### src/rtl/core/indexed_cv_access_sequencer_defines.svh
// -----------------------------------------------------------------------------
// indexed cv access sequencer assertion macros
// shared concurrent assertion shorthands, clocked on clk_i
// -----------------------------------------------------------------------------
`ifndef INDEXED_CV_ACCESS_SEQUENCER_DEFINES_SVH
`define INDEXED_CV_ACCESS_SEQUENCER_DEFINES_SVH

// checked only while out of reset
`define ICS_ASSERT(lbl, prop, msg) \
  lbl: assert property (@(posedge clk_i) disable iff (!rst_ni) (prop)) else $error(msg);

// checked at every edge, reset included
`define ICS_ASSERT_ALWAYS(lbl, prop, msg) \
  lbl: assert property (@(posedge clk_i) (prop)) else $error(msg);

`endif

### src/rtl/core/ics_pkg.sv
// -----------------------------------------------------------------------------
// ics_pkg
// item types and codes of the indexed cv access sequencer
// -----------------------------------------------------------------------------
package ics_pkg;

  // input item
  typedef struct packed {
    logic [1:0] op;
    logic       index_two_used;
    logic [2:0] partner_status;
  } in_item_t;

  // result item
  typedef struct packed {
    logic [2:0] command;
    logic       busy_res;
    logic       mark_stored;
    logic       idle_event;
  } out_item_t;

  // op codes
  localparam logic [1:0] OP_START_READ    = 2'd0;
  localparam logic [1:0] OP_START_WRITE   = 2'd1;
  localparam logic [1:0] OP_START_CONFIRM = 2'd2;
  localparam logic [1:0] OP_COMPLETION    = 2'd3;

  // command codes
  localparam logic [2:0] CMD_NONE    = 3'd0;
  localparam logic [2:0] CMD_PI      = 3'd1;
  localparam logic [2:0] CMD_SI      = 3'd2;
  localparam logic [2:0] CMD_READ    = 3'd3;
  localparam logic [2:0] CMD_CONFIRM = 3'd4;
  localparam logic [2:0] CMD_WRITE   = 3'd5;

  // sequence kinds
  localparam logic [1:0] KIND_READ    = 2'd0;
  localparam logic [1:0] KIND_WRITE   = 2'd1;
  localparam logic [1:0] KIND_CONFIRM = 2'd2;

  // steps within a sequence
  localparam logic [1:0] STEP_PI_SI   = 2'd0;
  localparam logic [1:0] STEP_PI_ONLY = 2'd1;
  localparam logic [1:0] STEP_SI      = 2'd2;
  localparam logic [1:0] STEP_VAR     = 2'd3;

  // partner status codes
  localparam logic [2:0] ST_STORED = 3'd0;
  localparam logic [2:0] ST_READ   = 3'd1;
  localparam logic [2:0] ST_SAME   = 3'd2;
  localparam logic [2:0] ST_DIFF   = 3'd3;

  // phase encoding
  localparam logic [3:0] PHASE_IDLE     = 4'd0;
  localparam logic [3:0] PHASE_LAST     = 4'd12;
  localparam logic [3:0] RETRY_LIMIT_RST = 4'd3;

endpackage

### src/rtl/core/indexed_cv_access_sequencer.sv
// -----------------------------------------------------------------------------
// indexed_cv_access_sequencer
// steps an indexed decoder-variable access: index writes, access, retries
// -----------------------------------------------------------------------------
// channel  direction  handshake              payload
// in       input      in_valid_i/in_stall_o  in_item_i  (ics_pkg::in_item_t)
// out      output     out_valid_o/out_stall_i out_item_o (ics_pkg::out_item_t)
// cfg      input      cfg_valid_i/cfg_ready_o cfg_data_i (retry limit)
//
// one item per cycle while the result is not stalled; input register, then
// result register, with the phase and retry count updated as the item passes
// reset clears phase, retry count and valids; retry limit resets to three
// a stalled result holds the result register and backs up into the input
// register, which then raises in_stall_o
// -----------------------------------------------------------------------------
`include "indexed_cv_access_sequencer_defines.svh"

module indexed_cv_access_sequencer (
  input  logic                 clk_i,
  input  logic                 rst_ni,
  input  logic                 in_valid_i,
  output logic                 in_stall_o,
  input  ics_pkg::in_item_t    in_item_i,
  output logic                 out_valid_o,
  input  logic                 out_stall_i,
  output ics_pkg::out_item_t   out_item_o,
  input  logic                 cfg_valid_i,
  output logic                 cfg_ready_o,
  input  logic [3:0]           cfg_data_i
);

  logic               s1_valid_q;
  ics_pkg::in_item_t  s1_item_q;
  logic               out_valid_q;
  ics_pkg::out_item_t out_item_q, out_item_d;
  logic [3:0]         phase_q, phase_d;
  logic [3:0]         retry_cnt_q, retry_cnt_d;
  logic [3:0]         retry_limit_q;
  logic               out_free;
  logic               advance;
  logic               in_accept;
  logic [3:0]         ph_m1;
  logic [1:0]         kind;
  logic [1:0]         step;
  logic               ok;
  logic [2:0]         var_cmd;

  assign out_free    = !out_valid_q || !out_stall_i;
  assign advance     = s1_valid_q && out_free;
  assign in_stall_o  = s1_valid_q && !out_free;
  assign in_accept   = in_valid_i && !in_stall_o;
  assign cfg_ready_o = 1'b1;
  assign out_valid_o = out_valid_q;
  assign out_item_o  = out_item_q;

  assign ph_m1 = phase_q - 4'd1;
  assign kind  = ph_m1[3:2];
  assign step  = ph_m1[1:0];

  always_comb begin
    unique case (kind)
      ics_pkg::KIND_READ:    var_cmd = ics_pkg::CMD_READ;
      ics_pkg::KIND_CONFIRM: var_cmd = ics_pkg::CMD_CONFIRM;
      default:               var_cmd = ics_pkg::CMD_WRITE;
    endcase
  end

  always_comb begin
    if (step != ics_pkg::STEP_VAR) begin
      ok = (s1_item_q.partner_status == ics_pkg::ST_STORED);
    end else if (kind == ics_pkg::KIND_READ) begin
      ok = (s1_item_q.partner_status == ics_pkg::ST_READ);
    end else if (kind == ics_pkg::KIND_CONFIRM) begin
      ok = (s1_item_q.partner_status == ics_pkg::ST_SAME) ||
           (s1_item_q.partner_status == ics_pkg::ST_DIFF);
    end else begin
      ok = (s1_item_q.partner_status == ics_pkg::ST_STORED);
    end
  end

  always_comb begin
    phase_d                = phase_q;
    retry_cnt_d            = retry_cnt_q;
    out_item_d.command     = ics_pkg::CMD_NONE;
    out_item_d.mark_stored = 1'b0;
    out_item_d.idle_event  = 1'b0;
    if (s1_item_q.op != ics_pkg::OP_COMPLETION) begin
      // start, abandons any running sequence
      phase_d = {s1_item_q.op, (s1_item_q.index_two_used ? ics_pkg::STEP_PI_SI
                                                          : ics_pkg::STEP_PI_ONLY)} + 4'd1;
      retry_cnt_d        = '0;
      out_item_d.command = ics_pkg::CMD_PI;
    end else if (phase_q == ics_pkg::PHASE_IDLE) begin
      out_item_d.idle_event = 1'b1;
    end else if (phase_q > ics_pkg::PHASE_LAST) begin
      phase_d     = ics_pkg::PHASE_IDLE;
      retry_cnt_d = '0;
    end else if (!ok && (retry_cnt_q < retry_limit_q)) begin
      // retry same step
      retry_cnt_d = retry_cnt_q + 4'd1;
      case (step) inside
        ics_pkg::STEP_PI_SI, ics_pkg::STEP_PI_ONLY: out_item_d.command = ics_pkg::CMD_PI;
        ics_pkg::STEP_SI:                           out_item_d.command = ics_pkg::CMD_SI;
        default:                                    out_item_d.command = var_cmd;
      endcase
    end else begin
      retry_cnt_d = '0;
      case (step) inside
        ics_pkg::STEP_PI_SI: begin
          phase_d            = {kind, ics_pkg::STEP_SI} + 4'd1;
          out_item_d.command = ics_pkg::CMD_SI;
        end
        ics_pkg::STEP_PI_ONLY, ics_pkg::STEP_SI: begin
          phase_d            = {kind, ics_pkg::STEP_VAR} + 4'd1;
          out_item_d.command = var_cmd;
        end
        default: begin
          phase_d                = ics_pkg::PHASE_IDLE;
          out_item_d.mark_stored = (kind == ics_pkg::KIND_WRITE);
        end
      endcase
    end
    out_item_d.busy_res = (phase_d != ics_pkg::PHASE_IDLE);
  end

  always_ff @(posedge clk_i or negedge rst_ni) begin
    if (!rst_ni) begin
      s1_valid_q    <= 1'b0;
      out_valid_q   <= 1'b0;
      phase_q       <= ics_pkg::PHASE_IDLE;
      retry_cnt_q   <= '0;
      retry_limit_q <= ics_pkg::RETRY_LIMIT_RST;
    end else begin
      if (cfg_valid_i) begin
        retry_limit_q <= cfg_data_i;
      end
      if (!s1_valid_q || advance) begin
        s1_valid_q <= in_valid_i;
      end
      if (out_free) begin
        out_valid_q <= s1_valid_q;
      end
      if (advance) begin
        phase_q     <= phase_d;
        retry_cnt_q <= retry_cnt_d;
      end
    end
  end

  always_ff @(posedge clk_i) begin
    if (in_accept) begin
      s1_item_q <= in_item_i;
    end
    if (advance) begin
      out_item_q <= out_item_d;
    end
  end

  `ICS_ASSERT(a_phase_legal, phase_q <= ics_pkg::PHASE_LAST, "phase outside its code range")
  `ICS_ASSERT(a_idle_no_retries, (retry_cnt_q != 4'd0) |-> (phase_q != ics_pkg::PHASE_IDLE),
              "retry count left over while idle")
  `ICS_ASSERT(a_stored_ends_seq,
              (out_valid_o && out_item_o.mark_stored) |->
              (out_item_o.command == ics_pkg::CMD_NONE && !out_item_o.busy_res),
              "stored mark on a result that is not the end of a sequence")
  `ICS_ASSERT(a_idle_event_quiet,
              (out_valid_o && out_item_o.idle_event) |->
              (out_item_o.command == ics_pkg::CMD_NONE && !out_item_o.busy_res),
              "idle completion issued a command or left busy set")
  `ICS_ASSERT(a_advance_fills_out, advance |=> out_valid_q,
              "item left the input register without reaching the result register")

endmodule

### config.mk
export PLATFORM = sky130hd
export DESIGN_NAME = indexed_cv_access_sequencer
export DESIGN_NICKNAME = d
export VERILOG_FILES = /design/src/rtl/core/ics_pkg.sv /design/src/rtl/core/indexed_cv_access_sequencer.sv
export VERILOG_INCLUDE_DIRS = /design/src /design/src/rtl/core
export SDC_FILE = /design/constraint.sdc
export NUM_CORES = 1
export LEC_CHECK = 0
export ABC_CLOCK_PERIOD_IN_PS = 7730
export BUFFER_PORTS_ARGS = -buffer_cell sky130_fd_sc_hd__buf_2
export CAP_MARGIN = 20
export CORE_MARGIN = 10
export CORE_UTILIZATION = 50
export CTS_CLUSTER_DIAMETER = 50
export DETAILED_ROUTE_END_ITERATION = 7
export PLACE_DENSITY = 0.71
export SYNTH_ARGS = -nofsm -noshare
export SYNTH_HDL_FRONTEND = slang
export SYNTH_SLANG_ARGS = --single-unit
### constraint.sdc
create_clock -name clk_i -period 7.73 [get_ports clk_i]
set_input_delay 0.3865 -clock clk_i [delete_from_list [all_inputs] [get_ports clk_i]]
set_output_delay 0.3865 -clock clk_i [all_outputs]
set_load 0.05 [all_outputs]
# Yosys cells after proc, flatten, opt, wreduce, memory -nomap -nowiden
# Index checks and enable logic that the tools add are counted.
[op_classes] addsub=5 magnitude_cmp=2 n_eq_ne=10 mux=23 n_reduce_logical=23
[op_table] operator="$mux W4" n=10
[op_table] operator="$add A4 B1 Y4 const B" n=4
[op_table] operator="$mux W3" n=5
[op_table] operator="$mux W1" n=7
[op_table] operator="$reduce_or A7 Y1" n=1
[op_table] operator="$eq A3 B2 Y1 const B" n=2
[op_table] operator="$logic_not A1 Y1" n=6
[op_table] operator="$ne A2 B2 Y1 const B" n=3
[op_table] operator="$pmux W3 S2" n=1
[op_table] operator="$eq A2 B1 Y1 const B" n=2
[op_table] operator="$eq A2 B2 Y1 const B" n=2
[op_table] operator="$gt A4 B4 Y1 const B" n=1
[op_table] operator="$logic_and A1 B1 Y1" n=4
[op_table] operator="$logic_not A2 Y1" n=2
[op_table] operator="$logic_not A4 Y1" n=1
[op_table] operator="$lt A4 B4 Y1" n=1
[op_table] operator="$reduce_bool A4 Y1" n=1
[op_table] operator="$reduce_or A2 Y1" n=2
[op_table] operator="$sub A4 B1 Y4 const B" n=1
[op_table] operator="$eq A3 B1 Y1 const B" n=1
[op_table] operator="$logic_not A3 Y1" n=1
[op_table] operator="$logic_or A1 B1 Y1" n=3
[op_table] operator="$reduce_or A3 Y1" n=1
[op_table] operator="$reduce_and A2 Y1" n=1
[totals] reg_bits=26 in_bits=15 out_inout_bits=9 elab_cells=76

# Depth between registers and ports, before layout
[depth] depth_word=12 ltp_mapped=12 mapped_depth_nobuf=10

# Worst setup path after synthesis
# Ideal clock, no wire load.
[synth_timing] path_type="flip-flop to flip-flop" start="register phase_q[0]" end="register out_item_q, in the netlist out_item_o[2], data pin" setup_time_ns=0.272 t_arrival_ns=2.954 t_required_ns=7.458 slack_ns=4.504 path_stages_with_launch=13 path_buffers=2 synth_period_minus_slack_ns=3.226 path_cell_list="dfrtp_1 -> inv_1 -> ha_1 -> clkbuf_1 -> xnor2_1 -> ha_1 -> nor2_1 -> mux2_4 -> a311o_1 -> nor4_4 -> buf_6 -> mux2i_1 -> o211ai_1"
[synth_rtl] item="from (decl)" line_no="indexed_cv_access_sequencer.sv:36" text="logic [3:0] phase_q, phase_d;"
[synth_rtl] item="from (signal assigned)" line_no="indexed_cv_access_sequencer.sv:130" text="phase_q <= ics_pkg::PHASE_IDLE;"
[synth_rtl] item="from (signal assigned)" line_no="indexed_cv_access_sequencer.sv:144" text="phase_q <= phase_d;"
[synth_rtl] item="to (signal assigned)" line_no="indexed_cv_access_sequencer.sv:155" text="out_item_q <= out_item_d;"
[synth_rtl] item="to (decl)" line_no="indexed_cv_access_sequencer.sv:35" text="ics_pkg::out_item_t out_item_q, out_item_d;"

==> results.sh <==
export IMPL_status="finished, final reports clean"
export IMPL_cts_sinks=26
export IMPL_num_vias=1238
export IMPL_dp_cells=225
export IMPL_ys_ff_latch=26
export IMPL_finalPower_mw=0.427
export IMPL_grt_usage=0.112
export IMPL_dr_pass1_iters=4
export IMPL_max_stage_delay_ns=0.79
export IMPL_fp_row_count=20
export IMPL_yosysUniqueCellTypes=48
export IMPL_worstPathRequired_ns=7.91
export IMPL_place_area_um2=1730
export IMPL_hold_start="in_item_i[1]"
export IMPL_diodes=0
export IMPL_avgRoutedWirePerCell_um=14.6
export IMPL_ctsLongestPathBuffers=2
export IMPL_clockRootBuffer="clkbuf_4"
export IMPL_start_util=0.525
export IMPL_cts_hold_buf=1
export IMPL_critPathMostFrequentCell="ha_1"
export IMPL_setup_violations=0
export IMPL_overflow=0
export IMPL_synth_avg_cell_area_um2=9.77
export IMPL_vias_per_cell=5.38
export IMPL_synth_seq_area_share=0.445
export IMPL_grt_max_degree=17
export IMPL_final_nets=213
export IMPL_max_cap_violations=0
export IMPL_drc=0
export IMPL_vdd_drop_max_v=0.000140
export IMPL_syn_num_nets=190
export IMPL_end_kind="register"
export IMPL_dieArea_um2=5870
export IMPL_clock_latency_ns=0.32
export IMPL_slowest_stage="nor4_4"
export IMPL_leakagePower_nw=0.782
export IMPL_grt_pass1_vias=1184
export IMPL_hold_path_class="primary input to register"
export IMPL_clkTransAtPathRegs_ns=0.14
export IMPL_tightest_slew_ns=1.21
export IMPL_yosys_warnings=0
export IMPL_r2r_cells=10
export IMPL_r2r_slack_ns=3.93
export IMPL_power_density_nw_per_um2=240
export IMPL_timing_slew_headroom=0.192
export IMPL_synth_area_leader_cell="edfxtp_1"
export IMPL_portBuffers=22
export IMPL_yosysTopAreaCellShare=0.225
export IMPL_routed_wl_mm=3.36
export IMPL_post_route_period_util=0.491
export IMPL_antenna_found_initial=0
export IMPL_worstReg2RegStart="phase_q[0]$_DFFE_PN0P_"
export IMPL_maxSlewViolCount=0
export IMPL_netlist_area_um2=1600
export IMPL_hold_violations=0
export IMPL_postLayoutCellArea_um2=1780
export IMPL_crit_chain="inv_1, ha_1, xnor2_1, ha_1, nor2_1, mux2_4, a311o_1, nor4_4, mux2_2, o211ai_1"
export IMPL_ios=24
export IMPL_syn_instance_count=164
export IMPL_cts_tree="built"
export IMPL_grt_first_pass_wirelength_mm=5.60
export IMPL_finalSetupTns_ns=0
export IMPL_crit_fanout=16
export IMPL_whs_ns=0.225
export IMPL_holdPathStages=1
export IMPL_numCtsBuffers=3
export IMPL_synth_edf_count=12
export IMPL_antenna_left=0
export IMPL_clock_skew_ns=0.00255
export IMPL_filler_cell_count=290
export IMPL_die_x_um=76.6
export IMPL_grt_setup_unrepaired="false"
export IMPL_worstReg2RegEnd="out_item_o[2]$_DFFE_PP_"
export IMPL_clock_fmax_ghz=0.263
export IMPL_routabilityCongestion=0.911
export IMPL_critPathKind="register to register"
export IMPL_core_um2=3050
export IMPL_synthArstFlopShare=0.538
export IMPL_cts_repair_resized=0
export IMPL_hpwl_mm=2.72
export IMPL_fin_cells=230
export IMPL_drive_gt1_frac=0.183
export IMPL_h_tree_depth=1
export IMPL_arrival_ns=3.97
export IMPL_finalCriticalPeriod_ns=3.80
export IMPL_syn_to_final_growth_pct=10.8
export IMPL_startpoint_type="register"
export IMPL_die_h_um=76.6
export IMPL_cts_setup_buffers=0
export IMPL_synthFlopType="edfxtp_1"
export IMPL_dr_first_iter_drc_count=46
export IMPL_hold_end="s1_item_q[1]$_DFFE_PP_"
export IMPL_synth_area_leaders="edfxtp_1 22%, dfrtp_1 19%, ha_1 8.6%"
==> area by class of cell <==
| class | count | area (um2) | share of cell area |
|---|---|---|---|
| tap | 44 | 55.1 | 0.0310 |
| timing repair buffer | 23 | 120 | 0.0677 |
| multi-input combinational | 114 | 779 | 0.439 |
| sequential | 26 | 713 | 0.402 |
| inverter | 19 | 71.3 | 0.0402 |
| clock buffer | 4 | 36.3 | 0.0204 |
==> state kept, by name, indices dropped and copies added, names as in the netlist <==
signal,count
out_item_o,6
s1_item_q,6
phase_q,4
retry_cnt_q,4
retry_limit_q,4
out_valid_o,1
s1_valid_q,1
==> per-layer routing <==
metal | share of wire | wire [um] | vias up | GRT usage
li1 | - | - | 625 | -
met1 | 0.48 | 1600 | 574 | 0.146
met2 | 0.46 | 1560 | 35 | 0.185
met3 | 0.052 | 175 | 4 | 0.0248
met4 | 0.0071 | 24 | 0 | 0.0223
met5 | 0 | 0 | - | 0
==> where the power goes <==
part           total [mW]  switching [mW]  internal (mW)  leakage, nW
Combinational       0.178           0.111         0.0673        0.474
Clock              0.0700          0.0411         0.0288       0.0210
Sequential          0.179          0.0176          0.161        0.287
==> how the worst max path moves through the flow <==
stage / cells past startpoint / slack, ns / end / start
6_report: 10 / 3.93 / out_item_o[2]$_DFFE_PP_ / phase_q[0]$_DFFE_PN0P_
2_1_floorplan: 12 / 4.50 / out_item_o[2]$_DFFE_PP_ / phase_q[0]$_DFFE_PN0P_
3_3_place_gp: 10 / 4.10 / out_item_o[2]$_DFFE_PP_ / phase_q[1]$_DFFE_PN0P_
3_5_place_dp: 10 / 3.96 / out_item_o[2]$_DFFE_PP_ / phase_q[0]$_DFFE_PN0P_
5_1_grt: 10 / 3.66 / out_item_o[2]$_DFFE_PP_ / phase_q[1]$_DFFE_PN0P_
4_1_cts: 10 / 3.91 / out_item_o[2]$_DFFE_PP_ / phase_q[0]$_DFFE_PN0P_
==> kinds of logic (layout without fill, tap and decap cells) <==
logic type | Yosys count | count (layout) | share of synthesized area
AOI/OAI and AO/OA | 34 | 34 | 0.140
muxes | 7 | 7 | 0.0476
and+or+nand+nor | 58 | 58 | 0.194
buffers and inverters | 24 | 46 | 0.0687
xor gates and xnor gates | 3 | 3 | 0.0164
adders and majority gates | 11 | 11 | 0.0859
DFF | 26 | 26 | 0.445
other | 1 | 1 | 0.00234
==> Yosys cell counts, drive strengths merged, types with 5 or more instances <==
library cell / n
inv: 19
nor2: 18
nand2: 15
dfrtp: 12
edfxtp: 12
ha: 11
o21ai: 9
a21oi: 6
nand3: 6
mux2i: 5
==> stage by stage <==
step	setup slack (ns)	util
after global routing	3.66	0.582
final	3.93	0.582
after detailed placement	3.96	0.566
after floorplan	4.50	-
after CTS	3.91	0.582
after global placement	4.10	0.566
==> critical path: cells and delay by family (launching register included) <==
kind	cells	cell delay (ns)
AND/OR/NAND/NOR	2	0.87
adder cells (fa/ha/maj)	2	0.62
buffers and inverters	1	0.15
XOR/XNOR	1	0.34
AO/OA/AOI/OAI	2	0.50
multiplexers	2	0.67
flip-flops	1	0.51
==> placed cells by master, fill, tap and decap left out, types with 2 or more instances in the layout <==
master	synthesis	final
a21oi_1	6	6
buf_2	1	22
o22ai_1	4	4
nand2b_1	3	3
dfrtp_1	12	12
a31oi_1	2	2
nand2_1	15	15
mux2i_1	5	5
dfstp_2	2	2
ha_1	11	11
o211ai_1	2	2
inv_1	19	19
edfxtp_1	12	12
nand3_1	5	5
o2bb2ai_1	2	2
o21ai_0	7	7
nor3_1	4	4
or3_1	2	2
xnor2_1	2	2
nor2_1	18	18
o21ai_1	2	2
clkbuf_4	0	3
Note: power is estimated with default switching activity, not from simulation.
